<file path="config.mk">
export PLATFORM = sky130hd
export DESIGN_NAME = hsv_to_rgb_converter
export DESIGN_NICKNAME = d
export VERILOG_FILES = /design/src/sv/hsv2rgb_pkg.sv /design/src/sv/hsv2rgb_front.sv /design/src/sv/hsv2rgb_scale.sv /design/src/sv/hsv2rgb_mix.sv /design/src/sv/hsv_to_rgb_converter.sv
export VERILOG_INCLUDE_DIRS = /design/src /design/src/sv
export SDC_FILE = /design/constraint.sdc
export NUM_CORES = 1
export LEC_CHECK = 0
export BUFFER_PORTS_ARGS = -buffer_cell sky130_fd_sc_hd__buf_4
export CAP_MARGIN = 10
export CORE_ASPECT_RATIO = 1.4
export CORE_MARGIN = 2
export CORE_UTILIZATION = 30
export CTS_CLUSTER_DIAMETER = 60
export CTS_CLUSTER_SIZE = 25
export DETAILED_ROUTE_END_ITERATION = 6
export PLACE_DENSITY = 0.43
export SYNTH_ARGS = -nofsm -noshare
export SYNTH_HDL_FRONTEND = slang
export SYNTH_SLANG_ARGS = --single-unit
</file>
<file path="constraint.sdc">
create_clock -name clk_i -period 7.37 [get_ports clk_i]
set_clock_uncertainty 0.2 [all_clocks]
set_input_delay 0.3685 -clock clk_i [delete_from_list [all_inputs] [get_ports clk_i]]
set_output_delay 0.3685 -clock clk_i [all_outputs]
set_load 0.03 [all_outputs]
</file>
<file path="src/sv/hsv_to_rgb_converter_defines.svh">
// assertion macros shared by the hsv to rgb converter
`ifndef HSV_TO_RGB_CONVERTER_DEFINES_SVH
`define HSV_TO_RGB_CONVERTER_DEFINES_SVH

// same-cycle implication, checked on every rising clock edge out of reset
`define HSV_ASSERT_NOW(label, ante, cons, msg) \
  label: assert property (@(posedge clk_i) disable iff (!rst_ni) (ante) |-> (cons)) \
    else $error(msg);

// next-cycle implication, checked on every rising clock edge out of reset
`define HSV_ASSERT_NEXT(label, ante, cons, msg) \
  label: assert property (@(posedge clk_i) disable iff (!rst_ni) (ante) |=> (cons)) \
    else $error(msg);

`endif

</file>
<file path="src/sv/hsv2rgb_pkg.sv">
// shared constants, stage types and a helper function of the hsv to rgb converter
package hsv2rgb_pkg;

  localparam int unsigned HueMax       = 359;
  localparam int unsigned DegPerSector = 60;
  localparam int unsigned FracOne      = 255;

  // x = s*v*t / (255*60), done as a reciprocal multiply plus one correction
  localparam int unsigned XDiv   = FracOne * DegPerSector;
  localparam int unsigned XShift = 30;
  localparam logic [16:0] X_RECIP = 17'((64'd1 << XShift) / XDiv);
  localparam logic [21:0] X_DIV   = 22'(XDiv);

  localparam logic [8:0] HUE_MAX = 9'(HueMax);

  typedef enum logic [2:0] {
    SEC_RED_YEL = 3'd0,
    SEC_YEL_GRN = 3'd1,
    SEC_GRN_CYN = 3'd2,
    SEC_CYN_BLU = 3'd3,
    SEC_BLU_MAG = 3'd4,
    SEC_MAG_RED = 3'd5
  } sector_e;

  // after hue decode and the two 8x8 products
  typedef struct packed {
    logic        vld;
    sector_e     sector;
    logic [5:0]  ramp;
    logic [15:0] sv;
    logic [15:0] vn;
  } s1_t;

  // chroma and offset scaled, secondary product formed
  typedef struct packed {
    logic        vld;
    sector_e     sector;
    logic [21:0] svt;
    logic [7:0]  ci;
    logic [7:0]  mi;
  } s2_t;

  // secondary quotient estimate
  typedef struct packed {
    logic        vld;
    sector_e     sector;
    logic [21:0] svt;
    logic [7:0]  qx;
    logic [7:0]  ci;
    logic [7:0]  mi;
  } s3_t;

  // all three components final
  typedef struct packed {
    logic       vld;
    sector_e    sector;
    logic [7:0] ci;
    logic [7:0] xi;
    logic [7:0] mi;
  } s4_t;

  // floor(x / 255) for x up to 255*255: shift-add estimate, one correction
  function automatic logic [7:0] div255(input logic [15:0] x);
    logic [16:0] sum;
    logic [16:0] q0;
    logic [16:0] rem;
    sum = {1'b0, x} + {9'd0, x[15:8]};
    q0  = {8'd0, sum[16:8]};
    rem = {1'b0, x} - ((q0 << 8) - q0);
    if (rem >= 17'(FracOne)) begin
      q0 = q0 + 17'd1;
    end
    return q0[7:0];
  endfunction

endpackage

</file>
<file path="src/sv/hsv2rgb_front.sv">
// first stage: hue clamp, sector and ramp decode, chroma and offset products
module hsv2rgb_front import hsv2rgb_pkg::*; (
  input  logic       clk_i,
  input  logic       rst_ni,
  input  logic       adv_i,
  input  logic       vld_i,
  input  logic [8:0] hue_deg_i,
  input  logic [7:0] sat_frac_i,
  input  logic [7:0] val_frac_i,
  output s1_t        s1_o
);

  logic [8:0] hue_c;
  logic [8:0] base;
  logic [5:0] off;
  sector_e    sector;
  s1_t        s1_d, s1_q;

  always_comb begin
    hue_c = (hue_deg_i > HUE_MAX) ? HUE_MAX : hue_deg_i;
    if (hue_c < 9'd60) begin
      sector = SEC_RED_YEL;
    end else if (hue_c < 9'd120) begin
      sector = SEC_YEL_GRN;
    end else if (hue_c < 9'd180) begin
      sector = SEC_GRN_CYN;
    end else if (hue_c < 9'd240) begin
      sector = SEC_CYN_BLU;
    end else if (hue_c < 9'd300) begin
      sector = SEC_BLU_MAG;
    end else begin
      sector = SEC_MAG_RED;
    end
    case (sector)
      SEC_RED_YEL: base = 9'd0;
      SEC_YEL_GRN: base = 9'd60;
      SEC_GRN_CYN: base = 9'd120;
      SEC_CYN_BLU: base = 9'd180;
      SEC_BLU_MAG: base = 9'd240;
      default:     base = 9'd300;
    endcase
    off = 6'(hue_c - base);

    s1_d.vld    = vld_i;
    s1_d.sector = sector;
    // falling half of the triangle in odd sectors
    s1_d.ramp   = sector[0] ? (6'(DegPerSector) - off) : off;
    s1_d.sv     = {8'd0, sat_frac_i} * {8'd0, val_frac_i};
    s1_d.vn     = {8'd0, val_frac_i} * {8'd0, 8'(FracOne) - sat_frac_i};
  end

  always_ff @(posedge clk_i or negedge rst_ni) begin
    if (!rst_ni) begin
      s1_q <= '0;
    end else if (adv_i) begin
      s1_q <= s1_d;
    end
  end

  assign s1_o = s1_q;

endmodule

</file>
<file path="src/sv/hsv2rgb_scale.sv">
// stages two to four: scaling of chroma, offset and secondary component
module hsv2rgb_scale import hsv2rgb_pkg::*; (
  input  logic clk_i,
  input  logic rst_ni,
  input  logic adv_i,
  input  s1_t  s1_i,
  output s4_t  s4_o
);

  s2_t s2_d, s2_q;
  s3_t s3_d, s3_q;
  s4_t s4_d, s4_q;

  logic [38:0] qx_prod;
  logic [21:0] qx_back;
  logic [21:0] x_rem;

  always_comb begin
    s2_d.vld    = s1_i.vld;
    s2_d.sector = s1_i.sector;
    s2_d.svt    = {6'd0, s1_i.sv} * {16'd0, s1_i.ramp};
    s2_d.ci     = div255(s1_i.sv);
    s2_d.mi     = div255(s1_i.vn);
  end

  always_comb begin
    qx_prod     = {17'd0, s2_q.svt} * {22'd0, X_RECIP};
    s3_d.vld    = s2_q.vld;
    s3_d.sector = s2_q.sector;
    s3_d.svt    = s2_q.svt;
    // estimate never exceeds the true quotient, so it fits eight bits
    s3_d.qx     = qx_prod[XShift +: 8];
    s3_d.ci     = s2_q.ci;
    s3_d.mi     = s2_q.mi;
  end

  always_comb begin
    qx_back     = {14'd0, s3_q.qx} * X_DIV;
    x_rem       = s3_q.svt - qx_back;
    s4_d.vld    = s3_q.vld;
    s4_d.sector = s3_q.sector;
    s4_d.xi     = (x_rem >= X_DIV) ? (s3_q.qx + 8'd1) : s3_q.qx;
    s4_d.ci     = s3_q.ci;
    s4_d.mi     = s3_q.mi;
  end

  always_ff @(posedge clk_i or negedge rst_ni) begin
    if (!rst_ni) begin
      s2_q <= '0;
      s3_q <= '0;
      s4_q <= '0;
    end else if (adv_i) begin
      s2_q <= s2_d;
      s3_q <= s3_d;
      s4_q <= s4_d;
    end
  end

  assign s4_o = s4_q;

endmodule

</file>
<file path="src/sv/hsv2rgb_mix.sv">
// last stage: sector ordering, offset add and output register
module hsv2rgb_mix import hsv2rgb_pkg::*; (
  input  logic       clk_i,
  input  logic       rst_ni,
  input  logic       adv_i,
  input  s4_t        s4_i,
  output logic       vld_o,
  output logic [7:0] red_o,
  output logic [7:0] green_o,
  output logic [7:0] blue_o
);

  logic [7:0] rr, gg, bb;
  logic       vld_q;
  logic [7:0] red_q, green_q, blue_q;

  always_comb begin
    case (s4_i.sector)
      SEC_RED_YEL: begin rr = s4_i.ci; gg = s4_i.xi; bb = 8'd0;    end
      SEC_YEL_GRN: begin rr = s4_i.xi; gg = s4_i.ci; bb = 8'd0;    end
      SEC_GRN_CYN: begin rr = 8'd0;    gg = s4_i.ci; bb = s4_i.xi; end
      SEC_CYN_BLU: begin rr = 8'd0;    gg = s4_i.xi; bb = s4_i.ci; end
      SEC_BLU_MAG: begin rr = s4_i.xi; gg = 8'd0;    bb = s4_i.ci; end
      default:     begin rr = s4_i.ci; gg = 8'd0;    bb = s4_i.xi; end
    endcase
  end

  always_ff @(posedge clk_i or negedge rst_ni) begin
    if (!rst_ni) begin
      vld_q <= 1'b0;
    end else if (adv_i) begin
      vld_q <= s4_i.vld;
    end
  end

  // ci + mi never exceeds v, so the sums stay in eight bits
  always_ff @(posedge clk_i) begin
    if (adv_i) begin
      red_q   <= rr + s4_i.mi;
      green_q <= gg + s4_i.mi;
      blue_q  <= bb + s4_i.mi;
    end
  end

  assign vld_o   = vld_q;
  assign red_o   = red_q;
  assign green_o = green_q;
  assign blue_o  = blue_q;

endmodule

</file>
<file path="src/sv/hsv_to_rgb_converter.sv">
// top level of the hsv to rgb converter: five-stage pipeline and its assertions
// Converts one HSV pixel per clock cycle to 8-bit RGB; an accepted input transaction
// passes through all five registered stages to its output transaction. Hue is in
// whole degrees, values above 359 are treated as 359; saturation and value are
// fractions of 255. The pipeline runs as one lockstep chain: stage one decodes the
// hue sector and triangle ramp and forms s*v and v*(255-s), stage two scales chroma
// and offset by 1/255 and forms s*v*ramp, stages three and four divide that product
// by 255*60 through a reciprocal multiply and a single remainder correction, and
// stage five orders the components by sector and adds the offset. The chain moves
// whenever the output register is empty or being taken, so throughput is one
// transaction per cycle as long as the downstream side does not stall; in_stall_o
// is high exactly while a finished pixel waits at the output and out_stall_i holds
// it. The block has no state beyond the pipeline and needs no setup after reset.
module hsv_to_rgb_converter import hsv2rgb_pkg::*; (
  input  logic       clk_i,
  input  logic       rst_ni,
  input  logic       in_valid_i,
  output logic       in_stall_o,
  input  logic [8:0] hue_deg_i,
  input  logic [7:0] sat_frac_i,
  input  logic [7:0] val_frac_i,
  output logic       out_valid_o,
  input  logic       out_stall_i,
  output logic [7:0] red_o,
  output logic [7:0] green_o,
  output logic [7:0] blue_o
);

`include "hsv_to_rgb_converter_defines.svh"

  // whole pipeline advances together; bubbles travel with their valid bit cleared
  logic adv;
  s1_t  s1;
  s4_t  s4;

  assign adv        = !out_valid_o || !out_stall_i;
  assign in_stall_o = !adv;

  hsv2rgb_front u_front (
    .clk_i      (clk_i),
    .rst_ni     (rst_ni),
    .adv_i      (adv),
    .vld_i      (in_valid_i),
    .hue_deg_i  (hue_deg_i),
    .sat_frac_i (sat_frac_i),
    .val_frac_i (val_frac_i),
    .s1_o       (s1)
  );

  hsv2rgb_scale u_scale (
    .clk_i  (clk_i),
    .rst_ni (rst_ni),
    .adv_i  (adv),
    .s1_i   (s1),
    .s4_o   (s4)
  );

  hsv2rgb_mix u_mix (
    .clk_i   (clk_i),
    .rst_ni  (rst_ni),
    .adv_i   (adv),
    .s4_i    (s4),
    .vld_o   (out_valid_o),
    .red_o   (red_o),
    .green_o (green_o),
    .blue_o  (blue_o)
  );

  // an accepted input transaction always lands in the first stage
  `HSV_ASSERT_NEXT(a_accept_lands, in_valid_i && !in_stall_o, s1.vld, "accepted pixel lost")

  // input side only stalls behind a held output
  `HSV_ASSERT_NOW(a_stall_cause, in_stall_o, out_valid_o && out_stall_i, "stall without cause")

  // the secondary component never exceeds the chroma
  `HSV_ASSERT_NOW(a_x_le_c, s4.vld, s4.xi <= s4.ci, "secondary above chroma")

endmodule
</file>
# Word level (Yosys, flattened, before mapping)
# Cells that the tools add are included.
# word_totals
regBits	187
output_inout_bits	26
elab_cells	89
# classes
n_addsub	16
n_mul	5
magnitude_cmp	9
eq_ne	8
muxes	14
reduce_logical	12
# op_table
op	count
$pmux 8 s2	3
$mul 22x17->38 const B	1
$add 16x8->17	2
$ge 17x8->1 const B	2
$sub 16x17->17	2
$sub 17x9->17	2
$mul 8x8->16	2
$pmux 6 s5	1
$add 8x1->8 const B	3
$add 8x8->8	3
$mux 8	3
$ge 22x14->1 const B	1
$mul 16x6->22	1
$sub 22x22->22	1
$mul 8x12->20 const B	1
$lt 9x8->1 const B	2
$eq 3x2->1 const B	4
$mux 3	4
$reduce_or 2->1	6
$gt 9x9->1 const B	1
$lt 9x6->1 const B	1
$lt 9x7->1 const B	1
$lt 9x9->1 const B	1
$mux 9	1
other kinds (10)	15

# Longest topological paths before layout
# Gate-level depths: netlist of run 1.
# depth
ltp_word	13
mapped_depth	29

# Modules after synthesis
# Synthesis of run 1 repeated with hierarchy kept, for this count alone.
# hier_totals
hier_cells	2822
hier_area_um2	25996.2
# by_module_without_submodules
mod	instances	cells_each	area_each_um2
hsv2rgb_scale	1	1853	17105.2
hsv2rgb_front	1	711	6518.8
hsv2rgb_mix	1	256	2362.3
hsv_to_rgb_converter	1	2	10.0

# Worst setup path before layout of run 1
# OpenSTA, ideal clock, no wires.
# synth_path
path_type	register -> register
startpoint	register u_scale.s3_q[21] in the netlist's numbering
endpoint	register u_scale.s4_q (netlist bit u_scale.s4_o[14])
arrival_time_ns	5.945
t_required_ns	7.044
path_slack_ns	1.100
stages_incl_launch_ff	26
path_buffers	0
period_less_slack_ns	6.270
path_cell_list	dfrtp_1 fa_1 inv_1 fa_1 inv_1 fa_1 fa_1 ha_1 o21ai_0 a21oi_1 o21ai_0 a21boi_0 o21ai_0 nor2b_1 xor2_1 ha_1 a21o_1 a21oi_1 o21ai_0 a21oi_1 xnor2_1 mux2i_1 xnor2_1 a21oi_2 mux2i_1 a221o_1
# synth_via
elab_chain_cells	4
word_cells_on_any_way	5
classes_between	2 x add/sub; 1 x mul; 1 x order compare; 1 x mux
# synth_rtl
item	line	rtl
from (decl)	hsv2rgb_scale.sv:11	s3_t s3_d, s3_q;
from (signal assigned)	hsv2rgb_scale.sv:50	s3_q <= '0;
from (signal assigned)	hsv2rgb_scale.sv:54	s3_q <= s3_d;
$mul 8x12->20	hsv2rgb_scale.sv:38	qx_back = {14'd0, s3_q.qx} * X_DIV;
$sub 22x22->22	hsv2rgb_scale.sv:39	x_rem = s3_q.svt - qx_back;
$ge 22x14->1	hsv2rgb_scale.sv:42	s4_d.xi = (x_rem >= X_DIV) ? (s3_q.qx + 8'd1) : s3_q.qx;
$mux 8 (*)	hsv2rgb_scale.sv:42	
to (signal assigned)	hsv2rgb_scale.sv:51	s4_q <= '0;
to (signal assigned)	hsv2rgb_scale.sv:55	s4_q <= s4_d;
to (decl)	hsv2rgb_scale.sv:12	s4_t s4_d, s4_q;
# Every way passes the cells marked *; elsewhere a longest branch is shown, timed or not.
# A chain may end at the register's enable or synchronous reset.

# Worst setup path after layout of run 1
# layout_path
startpoint	register u_scale.s3_q[18] in the netlist's numbering
endpoint	register u_scale.s4_q (netlist bit u_scale.s4_o[14])
# Same word-level chain as after synthesis.

==> flow_summary.toml, run 1 <==
[clock_tree]
cts_tree = "done"
cts.clk_slew.worst_paths_ns = 0.08
cts_root_buffer = "clkbuf_16"
cts_buffer_depth = 2
cts_made_buffers = 17
cts_setup_buffers = 0
clkLatencyLatePin_ns = 0.50
cts.sinks = 185
h-tree-depth = 4

[global_route]
grt_usage_pct = 15.0
grt_pass1_vias = 20100
grt_pass1_wl_mm = 104
grt_max_degree = 76
grt-ovfl-total = 0
antenna_found_initial = 0

[placed_design]
place.gp.congestion = 0.847
io_buffers = 54
place_hpwl_mm = 50.6

[detailed_routing]
vias = 18900
routedWlPerCell_um = 15.6
drt_iter0_markers = 748
via_per_inst = 4.78
drt-total-wl_mm = 61.9
drtPass1Iterations = 6
drc_errors = 0
postRouteAntennaNets = 0

[sta]
fmax_mhz = 147
rsz0062_at_grt = "no"
tns_ns = 0
worstMarginPinSlew_ns = 0.931
finalMaxSlewViolations = 0
hold_viol = 0
fin_crit_ns = 6.80
setup_violations = 0
relSlewSlack_pct = 38.0
final.period_utilization_pct = 92.2

[final_layout]
area_delta_synth_final_pct = 8.98
num_antenna_cells = 0
fill_cells = 8690
seqCellArea_mm2 = 0.00475
nets = 3528
drive_gt1_share_pct = 4.37
final_cell_mix = "inv_1, ha_1, nand2_1"
multiInputGateArea_mm2 = 0.0182
final_common_cell = "inv_1"

[worst_setup_path]
max_stage_delay_ns = 0.60
reg2reg_slack_ns = 0.57
worstPathRequired_ns = 7.54
critPathLaunchType = "flop"
worst_setup_path_end_kind = "flop"
cp.arrival_ns = 6.97
critPathSlowestCell = "fa_1"
r2r-start = "u_scale.s3_q[18]"
setup.worst_path.start = "u_scale.s3_q[18]"
critical_path_class = "reg -> reg"
cp_common_cell = "o21ai_0"
crit_fanout = 8

[synth]
yosysTopAreaCellShare_pct = 20.5
synthArstFlopShare_pct = 87.0
yosys_warnings = 0
synth_seq_cells = 185
synth_area_mm2 = 0.0250
yosys-top-cells-area = "ha_1, fa_1, dfrtp_1, inv_1, nand2_1"
synth_top_cell_by_area = "ha_1"
avgSynthCellArea_um2 = 8.72
synth-edff-count = 24
synthCells = 2864
syn_nets = 3522
seq_area_frac_synth_pct = 19.0
ys.flop_type = "dfrtp_1"
ys_types = 85

[outcome]
status = "complete, no violations"

[die]
die_x_um = 248
start_util_pct = 30.2
rows = 125
core_area_mm2 = 0.0827
die_h_um = 345
die-area_mm2 = 0.0856
ioPinCount = 55

[worst_hold_path]
worstHoldStart = "sat_frac_i[0]"
hp-class = "in -> reg"

[run]
max_cap_violations = 0
==> Yosys cell counts, drive strengths merged (45+ instances only) <==
master	n
inv	445
fa	220
dfrtp	161
ha	409
and2	74
nor2b	51
nand2	401
a21oi	143
xnor2	99
nor2	125
a21o	45
o21ai	142
clkbuf	80
==> routing by layer <==
metal | share of wire (%) | track usage (%) | up-vias
li1 | - | - | 9499
met1 | 42 | 17.5 | 9188
met2 | 54 | 28.5 | 183
met3 | 1.6 | 1.65 | 58
met4 | 1.8 | 3.90 | 0
met5 | 0 | 0 | -
==> area by class of cell <==
type                    count  share of cell area (%)
multi-input cells        2142                    66.9
flip-flops and latches    185                    17.5
inverters                 446                    6.17
well taps                1079                    4.96
repair buffers             78                    2.22
clock buffers              17                    1.56
clock inverters            15                   0.713
==> final timing paths <==
check | to | depth (start not counted)
setup / recovery | u_scale.s4_o[14] | 28
hold / removal | u_front.s1_o[16] | 3
setup reg to reg | u_scale.s4_o[14] | 28
hold reg to reg | u_scale.s2_q[38] | 2
max in group asynchronous | u_front.s1_o[11] | 3
min in group asynchronous | u_scale.s4_o[25] | 2
==> worst max-delay path: cells and delay by family (launching register included) <==
family / cells / cell delay [ns]
adders and majority gates: 5 / 2.32
and+or+nand+nor: 4 / 0.53
buffers and inverters: 4 / 0.43
AOI/OAI and AO/OA: 12 / 2.20
xor gates and xnor gates: 1 / 0.17
muxes: 2 / 0.30
DFF: 1 / 0.50
==> flip-flops by register name, summed over array words and instances, names as in the netlist <==
register       count
u_mix.vld_o        1
u_scale.s3_q      48
u_front.s1_o      42
u_mix.green_o      8
u_mix.red_o        8
u_scale.s2_q      42
u_scale.s4_o      28
u_mix.blue_o       8
==> kinds of logic (layout without fill, tap and decap cells) <==
group	Yosys count	after routing	synth area share (%)
simple gates	836	836	15.6
fa+ha+maj	629	629	38.1
buf+inv	537	556	8.13
compound gates	520	520	13.5
flops	185	185	19.0
xor+xnor	139	139	4.88
mux	18	18	0.732
==> timing repair <==
| action | CTS | global route |
|---|---|---|
| hold buffers | 6 | 0 |
| hold endpoints to repair | 56 | 0 |
| setup endpoints to repair | 0 | 3 |
| resized for setup | 0 | 2 |
==> per-stage QoR <==
step	instance area, um^2	std cells	setup slack [ns]	utilization (%)	hold WS, ns
after floorplan	25000	2864	1.10	-	-0.127
after global placement	26500	3924	0.587	32.0	0.171
after detailed placement	26500	3924	0.457	32.0	0.183
after CTS	27200	3962	0.400	32.9	0.00388
after global routing	27200	3962	0.0286	32.9	0.0366
final	27200	3962	0.572	32.9	0.0407
Power of run 1 is left out: the tool's default activity adds up to more than one toggle a clock period on the data nets, which glitch-free logic cannot reach.
==> run 2: changes to the inputs <==
--- a/config.mk
+++ b/config.mk
@@ -14,6 +14,7 @@
 export CTS_CLUSTER_DIAMETER = 60
 export CTS_CLUSTER_SIZE = 25
 export DETAILED_ROUTE_END_ITERATION = 6
+export MAX_ROUTING_LAYER = met4
 export PLACE_DENSITY = 0.43
 export SYNTH_ARGS = -nofsm -noshare
 export SYNTH_HDL_FRONTEND = slang
==> run 2 against run 1 <==
Design area is essentially flat. Utilization barely moved. Register-to-register slack got worse by 0.05 ns. Wire length grew 1.4%. Critical path depth shrank 1. Fmax shrank 0.73%. Die area stayed put. Critical path type unchanged.
==> flow_summary.toml, run 2 (synthesis gave the netlist of run 1 again) <==
[final_layout]
final_cell_mix = "inv_1, ha_1, nand2_1"
largest_reg_flops = 48
fin_area_mm2 = 0.0272
final_common_cell = "inv_1"
drive_gt1_share_pct = 4.30
fill_cells = 8725
num_antenna_cells = 0
regMostFlops = "u_scale.s3_q"
nets = 3528
area_delta_synth_final_pct = 9.00

[worst_setup_path]
cp.arrival_ns = 7.03
crit_fanout = 8
critPathSlowestCell = "fa_1"
critical_path_class = "reg -> reg"
critical-path-top-delay-family = "adder cells"
worstPathRequired_ns = 7.55
max_stage_delay_ns = 0.54
critPathLaunchType = "flop"
worst_setup_path_end_kind = "flop"
path_buf_inv = 3

[sta]
fin_crit_ns = 6.85
holdWs_ns = 0.100
fmax_mhz = 146
rsz0062_at_grt = "no"
tns_ns = 0
finalMaxSlewViolations = 0
setup_violations = 0
hold_viol = 0
relSlewSlack_pct = 30.7
worstMarginPinSlew_ns = 1.04
final.period_utilization_pct = 92.9

[placed_design]
place.gp.congestion = 0.851
place_hpwl_mm = 51.3
io_buffers = 54
place_area_mm2 = 0.0265

[die]
start_util_pct = 30.2
die_x_um = 248
die_h_um = 345
die-area_mm2 = 0.0856
rows = 125
core_area_mm2 = 0.0827
ioPinCount = 55

[clock_tree]
cts_buffer_depth = 2
cts.sinks = 185
cts.clk_slew.worst_paths_ns = 0.08
cts_root_buffer = "clkbuf_16"
h-tree-depth = 4
cts_tree = "done"
clkLatencyLatePin_ns = 0.50
cts_setup_buffers = 0
cts_made_buffers = 17

[global_route]
grt_pass1_wl_mm = 105
grt-ovfl-total = 0
grt_usage_pct = 15.7
grt_max_degree = 131
grt_pass1_vias = 20200
antenna_found_initial = 0

[detailed_routing]
drt_iter0_markers = 917
postRouteAntennaNets = 0
drtPass1Iterations = 5
routedWlPerCell_um = 15.8
vias = 19100
via_per_inst = 4.82
drt-total-wl_mm = 62.8
drc_errors = 0

[run]
max_cap_violations = 0

[outcome]
status = "complete, no violations"

[worst_hold_path]
hp-class = "in -> reg"
run 2: cell type report:
class                   instances  area [um^2]  share of cell area [%]
inverters                     446         1680                    6.17
multi-input cells            2142        18200                    66.9
clock buffers                  17          425                    1.56
flip-flops and latches        185         4750                    17.5
repair buffers                 78          609                    2.24
clock inverters                15          200                   0.736
well taps                    1079         1350                    4.96
run 2: path summary, 6_finish.rpt:
kind	start	cells after the start	slack (ns)	end
worst max-delay path	u_scale.s3_q[18]	27	0.52	u_scale.s4_o[14]
worst min-delay path	sat_frac_i[0]	3	0.10	u_front.s1_o[0]
worst max register to register	u_scale.s3_q[18]	27	0.52	u_scale.s4_o[14]
worst min register to register	u_scale.s2_q[41]	2	0.26	u_scale.s3_q[49]
max in group asynchronous	rst_ni	3	5.20	u_front.s1_o[0]
min in group asynchronous	rst_ni	2	0.34	u_scale.s4_o[25]
run 2: through the flow:
step / setup WS, ns / utilization (%) / instances
after floorplan: 1.10 / - / 2864
after global placement: 0.568 / 32.0 / 3922
after detailed placement: 0.428 / 32.0 / 3922
after CTS: 0.425 / 32.9 / 3962
after global routing: 0.0713 / 32.9 / 3962
final: 0.522 / 32.9 / 3962
run 2: layer usage:
metal	share of wire, %	routed length [um]	vias up	GRT usage [%]
li1	-	-	9503	-
met1	42	26200	9313	17.7
met2	55	34600	206	29.2
met3	1.6	1010	57	1.54
met4	1.6	1020	0	4.02
met5	0	0	-	-
run 2: timing repair:
action / 4_1_cts / 5_1_grt
endpoints found under the hold margin: 108 / 0
hold buffers: 8 / 0
gates resized for setup: 0 / 1
endpoints found under the setup margin: 0 / 1
run 2: tightest hold or removal path: stages:
cell,delay [ns]
buf_4,0.19
nand3b_1,0.14
nand2_1,0.05
Power of run 2 is left out for the same reason.
==> run 3: changes to the inputs <==
--- a/config.mk
+++ b/config.mk
@@ -15,7 +15,7 @@
 export CTS_CLUSTER_SIZE = 25
 export DETAILED_ROUTE_END_ITERATION = 6
 export MAX_ROUTING_LAYER = met4
-export PLACE_DENSITY = 0.43
+export PLACE_DENSITY = 0.45
 export SYNTH_ARGS = -nofsm -noshare
 export SYNTH_HDL_FRONTEND = slang
 export SYNTH_SLANG_ARGS = --single-unit
==> constraint.sdc (replaced) <==
create_clock -name clk_i -period 5.8 [get_ports clk_i]
set_clock_uncertainty 0.2 [all_clocks]
set_input_delay 0.29 -clock clk_i [delete_from_list [all_inputs] [get_ports clk_i]]
set_output_delay 0.29 -clock clk_i [all_outputs]
set_load 0.03 [all_outputs]
==> run 3 against run 2 <==
The flow now finishes with violations (negative setup slack). Sequential cell count is the same. Cell count grew 3.2%. Sequential share of layout area shrank 0.79 points. Critical endpoint is now u_scale.s4_o[15]. Non-clock buffer count grew 126.
==> flow_summary.toml, run 3 (synthesis gave the netlist of run 1 again) <==
[sta]
setup_violations = 8
setup_ws_ns = -0.376
final.period_utilization_pct = 106
fmax_mhz = 162
holdWs_ns = 0.0589
fin_crit_ns = 6.18
hold_viol = 0
finalMaxSlewViolations = 0
worstMarginPinSlew_ns = 0.987
rsz0062_at_grt = "yes"
relSlewSlack_pct = 34.2

[global_route]
grt_pass1_wl_mm = 105
grt_usage_pct = 15.6
grt_pass1_vias = 20500
grt_max_degree = 102
antenna_found_initial = 0
grt-ovfl-total = 0

[worst_hold_path]
worstHoldStart = "hue_deg_i[1]"
min_to = "u_front.s1_o[33]"
hp-class = "in -> reg"
hold_path_depth = 4

[final_layout]
area_delta_synth_final_pct = 14.3
regMostFlops = "u_scale.s3_q"
final_common_cell = "inv_1"
largest_reg_flops = 48
final_cell_mix = "inv_1, ha_1, nand2_1"
drive_gt1_share_pct = 10.3
fin_area_mm2 = 0.0285
nets = 3654
utilization_pct = 34.5
num_antenna_cells = 0

[clock_tree]
cts_buffer_depth = 2
cts.sinks = 185
cts.clk_slew.worst_paths_ns = 0.08
clkLatencyLatePin_ns = 0.50
cts_root_buffer = "clkbuf_16"
cts_made_buffers = 17
cts_tree = "done"
h-tree-depth = 4

[worst_setup_path]
critPathLaunchType = "flop"
reg2reg_slack_ns = -0.38
critical_path_class = "reg -> reg"
setup.worst_path.start = "u_scale.s3_q[23]"
r2r-start = "u_scale.s3_q[23]"
worst_setup_path_end_kind = "flop"
worstPathRequired_ns = 6.00
r2r_end = "u_scale.s4_o[15]"
r2r_cells = 25
crit_fanout = 5
cp.arrival_ns = 6.37

[die]
core_area_mm2 = 0.0827
rows = 125
die-area_mm2 = 0.0856
start_util_pct = 30.2
ioPinCount = 55
die_x_um = 248
die_h_um = 345

[placed_design]
place.gp.congestion = 0.846
io_buffers = 54
place_hpwl_mm = 51.4
dpl_worst_slack_ns = -0.477
place_area_mm2 = 0.0275

[outcome]
status = "complete, but fails checks"
violations = "negative setup slack"

[detailed_routing]
postRouteAntennaNets = 0
drt_iter0_markers = 742
via_per_inst = 4.77
drtPass1Iterations = 5
drt-total-wl_mm = 62.7
vias = 19500
routedWlPerCell_um = 15.3
drc_errors = 0

[run]
max_cap_violations = 0
==> run 3: cell types whose count changed in the layout (fill, tap and decap cells not counted), moves of 6 or more <==
cell	before	now
ha_1	409	402
xnor2_1	99	93
o21ai_0	112	104
dfrtp_1	161	155
dfrtp_2	0	6
a21oi_1	141	135
a21oi_2	2	8
buf_4	69	193
==> run 3: worst max-delay path, stage by stage, from the launching register on <==
cell and delay (ns):
dfrtp_2 0.42, fa_2 0.63, inv_2 0.05, fa_1 0.53, inv_1 0.05, fa_1 0.49, fa_1 0.45, ha_4 0.30
o21ai_2 0.06, a21oi_2 0.17, o21ai_2 0.07, a21boi_1 0.14, o21ai_1 0.10, nor2b_2 0.16, xor2_1 0.16, ha_1 0.36
a21o_1 0.19, a21oi_2 0.16, nand2_1 0.09, a21oi_2 0.15, xnor2_1 0.09, mux2i_2 0.31, xnor2_4 0.15, a211oi_4 0.31
nand4_1 0.16, o311ai_2 0.12
==> run 3: layout make-up <==
| cell class | count | area [um^2] |
|---|---|---|
| clock inverter | 15 | 190 |
| clock buffer | 17 | 425 |
| inverter | 446 | 1680 |
| tap | 1079 | 1350 |
| sequential | 185 | 4760 |
| fill | 8581 | 54200 |
| multi-input combinational | 2142 | 18600 |
| timing repair buffer | 204 | 1570 |
==> run 3: worst max path at each step <==
| stage | endpoint | slack (ns) |
|---|---|---|
| 2_1_floorplan | u_scale.s4_o[14] | 0.003 |
| 3_3_place_gp | u_scale.s4_o[14] | -0.39 |
| 3_5_place_dp | u_scale.s4_o[15] | -0.48 |
| 4_1_cts | u_scale.s4_o[14] | -0.42 |
| 5_1_grt | u_scale.s4_o[13] | -0.64 |
| 6_report | u_scale.s4_o[15] | -0.38 |
==> run 3: what timing repair did <==
item	4_1_cts	5_1_grt
hold buffers	9	0
hold endpoints to repair	68	0
gates resized for setup	10	46
pin swaps	9	29
buffers inserted	3	6
setup endpoints to repair	8	25
==> run 3: metrics by stage <==
step                      TNS (ns)  cells
after floorplan                  0   2864
after global placement       -2.63   4038
after detailed placement     -3.14   4038
after CTS                    -2.96   4082
after global routing         -4.52   4088
final                        -2.32   4088
==> run 3: routing by layer <==
| layer | GRT usage, % | vias up | share of wire, % |
|---|---|---|---|
| li1 | - | 9736 | - |
| met1 | 17.7 | 9493 | 42 |
| met2 | 28.9 | 210 | 55 |
| met3 | 1.49 | 69 | 1.7 |
| met4 | 4.08 | 0 | 2.0 |
| met5 | - | - | 0 |
Power of run 3 is left out for the same reason.
